**src/rtl/versioned_selection_table_assert.svh**
```systemverilog
// assertion macros used by vst_back
`ifndef VERSIONED_SELECTION_TABLE_ASSERT_SVH
`define VERSIONED_SELECTION_TABLE_ASSERT_SVH
`ifndef SYNTHESIS
`define VST_ASSERT(lbl, prop) \
  lbl: assert property (@(posedge clk_i) disable iff (!rst_ni) (prop)) \
    else $error("vst assertion failed");
`define VST_NEVER(lbl, cond) \
  lbl: assert property (@(posedge clk_i) disable iff (!rst_ni) !(cond)) \
    else $error("vst forbidden condition");
`else
`define VST_ASSERT(lbl, prop)
`define VST_NEVER(lbl, cond)
`endif
`endif

```
**src/rtl/vst_pkg.sv**
```systemverilog
`default_nettype none
package vst_pkg;

  localparam int CAPACITY = 16;
  localparam int IDX_W = (CAPACITY > 1) ? $clog2(CAPACITY) : 1;
  localparam int CNT_W = $clog2(CAPACITY + 1);
  localparam int QDEPTH = 2;
  localparam logic [63:0] U64_MAX = 64'hFFFF_FFFF_FFFF_FFFF;

  // configuration register indexes
  localparam logic [7:0] CFG_CAP = 8'd0;
  localparam logic [7:0] CFG_CRTC = 8'd1;
  localparam logic [7:0] CFG_INIT_ID = 8'd2;
  localparam logic [7:0] CFG_INIT_TAG = 8'd3;

  typedef enum logic [3:0] {
    OP_ADD = 4'd0, OP_WITHDRAW = 4'd1, OP_FORGET = 4'd2, OP_SUGGEST = 4'd3,
    OP_LOOKUP = 4'd4, OP_CHECK = 4'd5, OP_ACCEPT = 4'd6, OP_QUIESCE = 4'd7,
    OP_CLOSE = 4'd8, OP_SELECTED = 4'd9, OP_SNAPSHOT = 4'd10
  } op_e;

  typedef enum logic [3:0] {
    ST_OK = 4'd0, ST_INVALID = 4'd1, ST_STALE = 4'd2, ST_EXISTS = 4'd3,
    ST_NOSPACE = 4'd4, ST_OVERFLOW = 4'd5, ST_NOTFOUND = 4'd6, ST_BUSY = 4'd7,
    ST_CBERR = 4'd8
  } status_e;

  typedef enum logic [2:0] {
    S_IDLE, S_SCAN, S_EXEC, S_SHIFT, S_RESP, S_SNAP
  } state_e;

  typedef struct packed {
    logic [3:0]  op;
    logic [63:0] id;
    logic [15:0] tag;
    logic [31:0] crtc;
    logic        in_dom;
    logic        present;
    logic        cb_fail;
    logic [63:0] expect_gen;
    logic        scan;
    logic        key_chosen;
  } cmd_t;

  typedef struct packed {
    logic        valid;
    logic [3:0]  status;
    logic [63:0] id;
    logic [15:0] tag;
    logic        sel;
    logic [63:0] generation;
    logic [63:0] selected;
    logic [63:0] suggested;
    logic [4:0]  count;
    logic        last;
  } res_t;

endpackage
`default_nettype wire

```
**src/rtl/vst_front.sv**
```systemverilog
`default_nettype none
module vst_front import vst_pkg::*; (
  input  wire logic        clk_i,
  input  wire logic        rst_ni,
  input  wire logic        start_i,
  output logic             busy_o,
  input  wire logic [3:0]  op_i,
  input  wire logic [63:0] entry_id_i,
  input  wire logic [15:0] entry_tag_i,
  input  wire logic [31:0] entry_crtc_i,
  input  wire logic        entry_in_domain_i,
  input  wire logic        entry_present_i,
  input  wire logic        callback_failed_i,
  input  wire logic [63:0] expected_generation_i,
  output logic             cmd_valid_o,
  output cmd_t             cmd_o,
  input  wire logic        cmd_pop_i
);

  localparam int PTR_W = (QDEPTH > 1) ? $clog2(QDEPTH) : 1;

  cmd_t             mem_q [QDEPTH];
  logic [PTR_W-1:0] wr_q, wr_d, rd_q, rd_d;
  logic [PTR_W:0]   cnt_q, cnt_d;
  cmd_t             cls;
  logic             push, pop;

  // classify the request: which ops search the table and by which key
  always_comb begin
    cls = '0;
    cls.op = op_i;
    cls.id = entry_id_i;
    cls.tag = entry_tag_i;
    cls.crtc = entry_crtc_i;
    cls.in_dom = entry_in_domain_i;
    cls.present = entry_present_i;
    cls.cb_fail = callback_failed_i;
    cls.expect_gen = expected_generation_i;
    cls.scan = (op_i <= OP_SELECTED) && (op_i != OP_CLOSE);
    cls.key_chosen = (op_i == OP_QUIESCE) || (op_i == OP_SELECTED);
  end

  assign busy_o = (cnt_q == (PTR_W+1)'(QDEPTH));
  assign push = start_i && !busy_o;
  assign cmd_valid_o = (cnt_q != '0);
  assign pop = cmd_pop_i && cmd_valid_o;
  assign cmd_o = mem_q[rd_q];

  // queue pointers
  always_comb begin
    wr_d = wr_q;
    rd_d = rd_q;
    cnt_d = cnt_q;
    if (push) begin
      wr_d = (wr_q == PTR_W'(QDEPTH - 1)) ? '0 : wr_q + 1'b1;
    end
    if (pop) begin
      rd_d = (rd_q == PTR_W'(QDEPTH - 1)) ? '0 : rd_q + 1'b1;
    end
    cnt_d = cnt_q + (PTR_W+1)'(push) - (PTR_W+1)'(pop);
  end

  always_ff @(posedge clk_i or negedge rst_ni) begin
    if (!rst_ni) begin
      wr_q <= '0;
      rd_q <= '0;
      cnt_q <= '0;
    end else begin
      wr_q <= wr_d;
      rd_q <= rd_d;
      cnt_q <= cnt_d;
    end
  end

  // queue storage
  always_ff @(posedge clk_i) begin
    if (push) begin
      mem_q[wr_q] <= cls;
    end
  end

endmodule
`default_nettype wire

```
**config.mk**
```make
export PLATFORM = sky130hd
export DESIGN_NAME = vst_front
export DESIGN_NICKNAME = d
export VERILOG_FILES = /design/src/rtl/versioned_selection_table_assert.svh /design/src/rtl/vst_pkg.sv /design/src/rtl/vst_front.sv
export SDC_FILE = /design/constraint.sdc
export NUM_CORES = 1
export LEC_CHECK = 0
export BUFFER_PORTS_ARGS = -buffer_cell sky130_fd_sc_hd__buf_2
export CAP_MARGIN = 40
export CORE_MARGIN = 2
export CORE_UTILIZATION = 47
export DETAILED_ROUTE_END_ITERATION = 6
export GPL_TIMING_DRIVEN = 1
export PLACE_DENSITY_LB_ADDON = 0.3
export SLEW_MARGIN = 25
export SYNTH_ARGS = -nofsm -noshare
export SYNTH_HDL_FRONTEND = slang
export SYNTH_SLANG_ARGS = --single-unit
```
**constraint.sdc**
```tcl
create_clock -name clk_i -period 9.5 [get_ports clk_i]
set_input_delay 0.475 -clock clk_i [delete_from_list [all_inputs] [get_ports clk_i]]
set_output_delay 0.475 -clock clk_i [all_outputs]
set_load 0.01 [all_outputs]
```
==> results of run 1 <==
-- final cells by class --
| type | instances | area share [%] |
|---|---|---|
| Tap cell | 390 | 2.743 |
| Clock inverter | 18 | 0.7384 |
| Sequential cell | 374 | 63.04 |
| Inverter | 3 | 0.06330 |
| Timing Repair Buffer | 389 | 11.97 |
| Clock buffer | 51 | 5.978 |
| Multi-Input combinational cell | 201 | 15.42 |
| Antenna cell | 4 | 0.05626 |
-- metrics by stage --
stage	setup slack, ps	cell area, um2
after floorplan	506.0	14160
after global placement	6073	16380
after detailed placement	6001	16520
after CTS	5451	17730
after global routing	5763	17790
final	5923	17790
-- flip-flops by register name, indices dropped and copies added (netlist names) --
| register | cells |
|---|---|
| mem_q | 370 |
| cnt_q | 2 |
| rd_q | 1 |
| wr_q | 1 |
-- worst paths after layout --
path	endpoint	slack, ps	depth (start not counted)
worst max-delay path	cmd_o[170]	5920	6
worst min-delay path	mem_q[1][159]$_DFFE_PP_	150	1
worst max register to register	mem_q[0][153]$_DFFE_PP_	6870	6
worst min register to register	cnt_q[1]$_DFF_PN0_	490	1
max in group asynchronous	rd_q$_DFFE_PN0P_	9070	2
min in group asynchronous	wr_q$_DFFE_PN0P_	300	2
-- power by group --
part,internal [W],leakage [nW],total (W),switching (W)
Combinational,0.000890,2.99,0.00176,0.000871
Sequential,0.00225,3.48,0.00238,0.000122
Clock,0.000840,0.583,0.00142,0.000579
-- logic make-up (layout without fill, tap and decap cells) --
| group | Yosys count | in the layout | share of synthesized area [%] |
|---|---|---|---|
| xor+xnor | 4 | 4 | 0.2474 |
| flops | 374 | 374 | 79.15 |
| buf+inv | 24 | 461 | 1.572 |
| simple gates | 8 | 8 | 0.3446 |
| fa+ha+maj | 2 | 2 | 0.1767 |
| mux | 185 | 185 | 18.42 |
| compound gates | 2 | 2 | 0.08833 |
| other cells | 0 | 4 | 0 |
-- cells in the final DEF, fill, tap and decap left out, drive strengths merged --
cell and n:
dlygate4sd3 1, nand2 1, diode 4, clkinvlp 1
nand3b 1, mux2 185, edfxtp 370, xor2 1
o31ai 1, inv 3, and3 1, bufinv 2
clkinv 15, clkbuf 51, and2 1, xnor2 3
buf 388, nor2 1, a21oi 1, or2 1
ha 2, or3b 1, nand2b 1, dfrtp 4
-- worst max-delay path: stages, from the launching register on --
cell,delay [ps]
dfrtp_4,760
buf_4,390
buf_16,280
buf_4,290
buf_16,300
mux2_2,380
buf_2,140
-- timing repair --
item,4_1_cts,5_1_grt
setup buffers,0,0
hold endpoints to repair,4,0
hold buffers,1,0
-- routing by layer --
| metal | vias to the layer above | routed length [um] | track usage, % |
|---|---|---|---|
| met5 | - | 0 | 0 |
| met1 | 3396 | 10780 | 20.04 |
| li1 | 3218 | - | - |
| met2 | 271 | 13800 | 27.73 |
| met3 | 47 | 2399 | 5.270 |
| met4 | 0 | 692 | 5.874 |
==> impl_metrics.csv, run 1 <==
group,metric,value,unit
outcome,outcome,"complete, no violations",
placement,port-buffer-count,373,
cells_and_area,multi_input_area,2743,um2
synth,async_reset_ff_share,1.070,%
synth,yosysTopAreaCellShare,78.45,%
clock_tree,cts-root-buf,"clkbuf_16",
clock_tree,cts_tree,"done",
clock_tree,clkTransAtPathRegs,60,ps
synth,yosysMostFrequentCell,"edfxtp_1",
sta,holdWs,152.8,ps
synth,synth.area.top_cells,"edfxtp_1 (78%), mux2_4 (15%), mux2_2 (3.6%), buf_6 (1.4%), dfrtp_1 (0.71%)",
sta,final.setup.tns,0,ps
placement,placedCellCount,1354,
synth,synth.yosys.seq_area_share,79.15,%
grt,antenna_found_initial,4,
worst_setup_path,startpoint,"rd_q$_DFFE_PN0P_",
synth,synth_edf_count,370,
grt,grt_pass1_vias,6957,
synth,synth_cell_types,20,
worst_setup_path,critPathArrivalTime,3100,ps
clock_tree,cts_max_path_buffers,3,
sta,relSlewSlack,55.99,%
synth,ys.warnings.count,0,
detailed_routing,drtIter0Drc,451,
clock_tree,cts.repair.resized,0,
sta,hold_viol_final,0,
synth,ys_seq_elements,374,
clock_tree,clk-insertion-delay-late,510,ps
clock_tree,htreeDepth,2,
synth,yosys.area.top_type,"edfxtp_1",
placement,dpl.hpwl,19.00,mm
grt,overflow,0,
detailed_routing,via_per_inst,4.848,
synth,syn_nets,788,
synth,synth_common_cells,"edfxtp_1 (370), mux2_4 (140), mux2_2 (45), buf_6 (17)",
die,coreArea,29640,um2
worst_setup_path,crit_path_end_kind,"output pin",
die,chipHeight,177.6,um
cells_and_area,nNetsFinal,1197,
worst_setup_path,crit_type,"reg -> out",
sta,fin_crit_sh,37.65,%
die,io_pins,374,
sta,setup_viol,0,
clock_tree,cts-buffers-inserted,39,
worst_setup_path,worstReg2RegStart,"cnt_q[1]$_DFF_PN0_",
die,die_w,177.6,um
sta,max_freq,279.6,MHz
detailed_routing,wl_per_cell,19.35,um
synth,syn-cell-area,14160,um2
run,maxCapViolCount,0,
synth,ys.flop_type,"edfxtp_1",
detailed_routing,wl,27.67,mm
sta,worst_slew_pin_slew,660.1,ps
detailed_routing,drcViolationCount,0,
sta,finalClockSkew,7.949,ps
worst_hold_path,hold_path_class,"in -> reg",
cells_and_area,layout.cells.non_filler,1430,
sta,rsz0062_at_grt,"no",
die,floorplan.rows,63,
placement,place_congestion,0.8175,
pwr,p_per_area,312.4,nW/um2
worst_setup_path,start_kind,"flop",
die,start_util,47.79,%
die,dieArea,31540,um2
sta,period_needed,3577,ps
detailed_routing,first_pass_iters,6,
clock_tree,clock-sinks,374,
grt,grt_max_degree,54,
sta,report.final.slew_viol_count,0,
cells_and_area,drive_gt1_share,60.62,%
worst_setup_path,worstPathRequired,9030,ps
pwr,p_leak,7.055,nW
cells_and_area,postLayoutCoreUtil,60.03,%
pwr,total_power,0.005558,W
cells_and_area,seq_area,11210,um2
cells_and_area,area_delta_synth_final,25.61,%
worst_hold_path,hp-start,"entry_id_i[42]",
detailed_routing,num_vias,6932,
detailed_routing,postRouteAntennaNets,0,
cells_and_area,n_fill_cell,2248,
grt,grt_pass1_wl,39.27,mm
pwr,ir_drop,0.0001569,V
synth,postSynthCellCount,599,
worst_setup_path,path_max_fanout,42,
synth,avgSynthCellArea,23.65,um2
grt,groute.usage.overall,16.49,%
No activity file was read; power rests on OpenSTA's default activity.
==> inputs of run 2 (changes only) <==
clock period = 3 ns   (was 9.5 ns; I/O delays follow)
==> impl_metrics.csv, run 2 (synthesis results as in run 1) <==
group,metric,value,unit
cells_and_area,mostFrequentLayoutCell,"buf_2",
pwr,comb_power_share,32.3,%
grt,grt.busiest_layer,"met2",
die,dieArea,31540,um2
detailed_routing,first_pass_iters,5,
worst_setup_path,worstReg2RegStart,"cnt_q[0]$_DFF_PN0_",
worst_setup_path,crit_path_end_kind,"output pin",
sta,relSlewSlack,53.18,%
worst_setup_path,crit_type,"reg -> out",
pwr,seqPwrFrac,41.5,%
clock_tree,clk-insertion-delay-late,500,ps
placement,port-buffer-count,373,
detailed_routing,via_per_inst,4.785,
die,start_util,47.79,%
sta,fin_crit_sh,82.23,%
cells_and_area,area_delta_synth_final,39.35,%
grt,groute.usage.overall,17.94,%
clock_tree,cts_max_path_buffers,3,
die,chipHeight,177.6,um
sta,setup_viol,0,
sta,period_needed,2467,ps
clock_tree,cts.repair.resized,0,
sta,report.final.slew_viol_count,0,
detailed_routing,num_vias,7751,
worst_setup_path,critPathArrivalTime,2320,ps
grt,overflow,0,
die,coreArea,29640,um2
worst_setup_path,start_kind,"flop",
grt,grt_max_degree,57,
die,floorplan.rows,63,
pwr,ir_drop,0.0007772,V
worst_hold_path,hold_path_class,"in -> reg",
sta,worst_slew_pin_slew,702.4,ps
die,io_pins,374,
detailed_routing,postRouteAntennaNets,0,
outcome,outcome,"complete, no violations",
sta,rsz0062_at_grt,"no",
grt,grt_pass1_vias,8190,
grt,use_met3,3.513,%
detailed_routing,drtIter0Drc,374,
detailed_routing,wl,29.62,mm
die,die_w,177.6,um
pwr,p_per_area,917.7,nW/um2
clock_tree,clock-sinks,374,
cells_and_area,n_fill_cell,1971,
clock_tree,cts_tree,"done",
sta,finalClockSkew,6.294,ps
sta,max_freq,405.4,MHz
grt,grt_pass1_wl,43.57,mm
pwr,power_frac_clock,26.2,%
sta,hold_viol_final,0,
clock_tree,clkTransAtPathRegs,60,ps
cells_and_area,reg_top3,"mem_q (370), cnt_q (2)",
pwr,power.internal,0.01301,W
worst_hold_path,hp-start,"entry_id_i[56]",
cells_and_area,seq_area,11210,um2
cells_and_area,nNetsFinal,1387,
cells_and_area,final_cell_area,19740,um2
clock_tree,cts-root-buf,"clkbuf_16",
clock_tree,cts-buffers-inserted,38,
placement,postPlaceCellArea,16590,um2
grt,met2_usage,33.03,%
grt,antenna_found_initial,2,
worst_setup_path,worstPathRequired,2850,ps
sta,final.setup.tns,0,ps
placement,place_congestion,0.7438,
placement,dpl.hpwl,18.79,mm
detailed_routing,wl_per_cell,18.28,um
pwr,p_leak,7.871,nW
pwr,netSwitchingPower,0.005101,W
worst_setup_path,startpoint,"rd_q$_DFFE_PN0P_",
run,maxCapViolCount,0,
cells_and_area,largest_reg_flops,370,
grt,grtUsageMet1,20.18,%
pwr,swShare,28.16,%
cells_and_area,multi_input_area,2745,um2
clock_tree,htreeDepth,2,
cells_and_area,drive_gt1_share,51.51,%
cells_and_area,mostFrequentLayoutCells,"buf_2 (373), edfxtp_1 (370), dlygate4sd3_1 (187), mux2_4 (140), mux2_2 (45)",
detailed_routing,drcViolationCount,0,
worst_setup_path,path_max_fanout,35,
cells_and_area,top_register,"mem_q",
## run 2: cell count changes in the layout (fill, tap and decap cells not counted), sizes merged
cell         change
diode            -1
clkbuf           -2
dlygate4sd3    +186
clkinvlp         -1
bufinv           +3
buf              +5
## run 2: power by group through the flow
stage	combinational, W	clock [W]	sequential, W
3_3_place_gp	0.00569	0	0.00757
2_1_floorplan	0.00389	0	0.00754
5_1_grt	0.00624	0.00504	0.00762
4_1_cts	0.00592	0.00484	0.00753
6_report	0.00586	0.00474	0.00752
3_5_place_dp	0.00571	0	0.00763
## run 2: final timing paths
| check | endpoint | slack, ps | cells after the start |
|---|---|---|---|
| max | cmd_o[11] | 530 | 3 |
| min | mem_q[1][173]$_DFFE_PP_ | 360 | 2 |
| max reg2reg | mem_q[1][122]$_DFFE_PP_ | 1060 | 3 |
| min reg2reg | cnt_q[1]$_DFF_PN0_ | 500 | 1 |
| max in group asynchronous | rd_q$_DFFE_PN0P_ | 2250 | 3 |
| min in group asynchronous | cnt_q[0]$_DFF_PN0_ | 570 | 3 |
## run 2: final cells by class
type | instances | share of cell area [%]
Clock buffer | 49 | 5.351
Timing Repair Buffer | 580 | 20.27
Clock inverter | 20 | 1.078
Inverter | 3 | 0.05706
Sequential cell | 374 | 56.82
Tap cell | 390 | 2.472
Antenna cell | 3 | 0.03804
Multi-Input combinational cell | 201 | 13.91
## run 2: worst max-delay path: stages, from the launching register on
cell and delay [ps]:
dfrtp_4 800, buf_4 460, mux2_2 390, buf_2 140
## run 2: through the flow
stage | power [W] | instances | hold slack (ps) | setup WS, ps | utilization (%)
final | 0.01811 | 1620 | 357.8 | 533.0 | 66.59
after floorplan | 0.01143 | 599 | -145.6 | -758.0 | -
after global routing | 0.01890 | 1619 | 340.0 | 409.8 | 66.58
after global placement | 0.01325 | 1361 | -37.45 | 1055 | 55.97
after detailed placement | 0.01334 | 1361 | -33.88 | 1035 | 55.97
after CTS | 0.01829 | 1617 | 331.6 | 486.3 | 66.57
## run 2: layer usage
layer / share of wire [%] / up-vias / wire [um]
li1: - / 3597 / -
met3: 5.7 / 68 / 1701
met2: 54 / 272 / 15850
met5: 0 / - / 0
met4: 3.6 / 0 / 1068
met1: 37 / 3814 / 11000
## run 2: repair_timing
item,CTS,global route
setup buffers,0,0
endpoints found under the hold margin,374,0
hold buffers,187,0
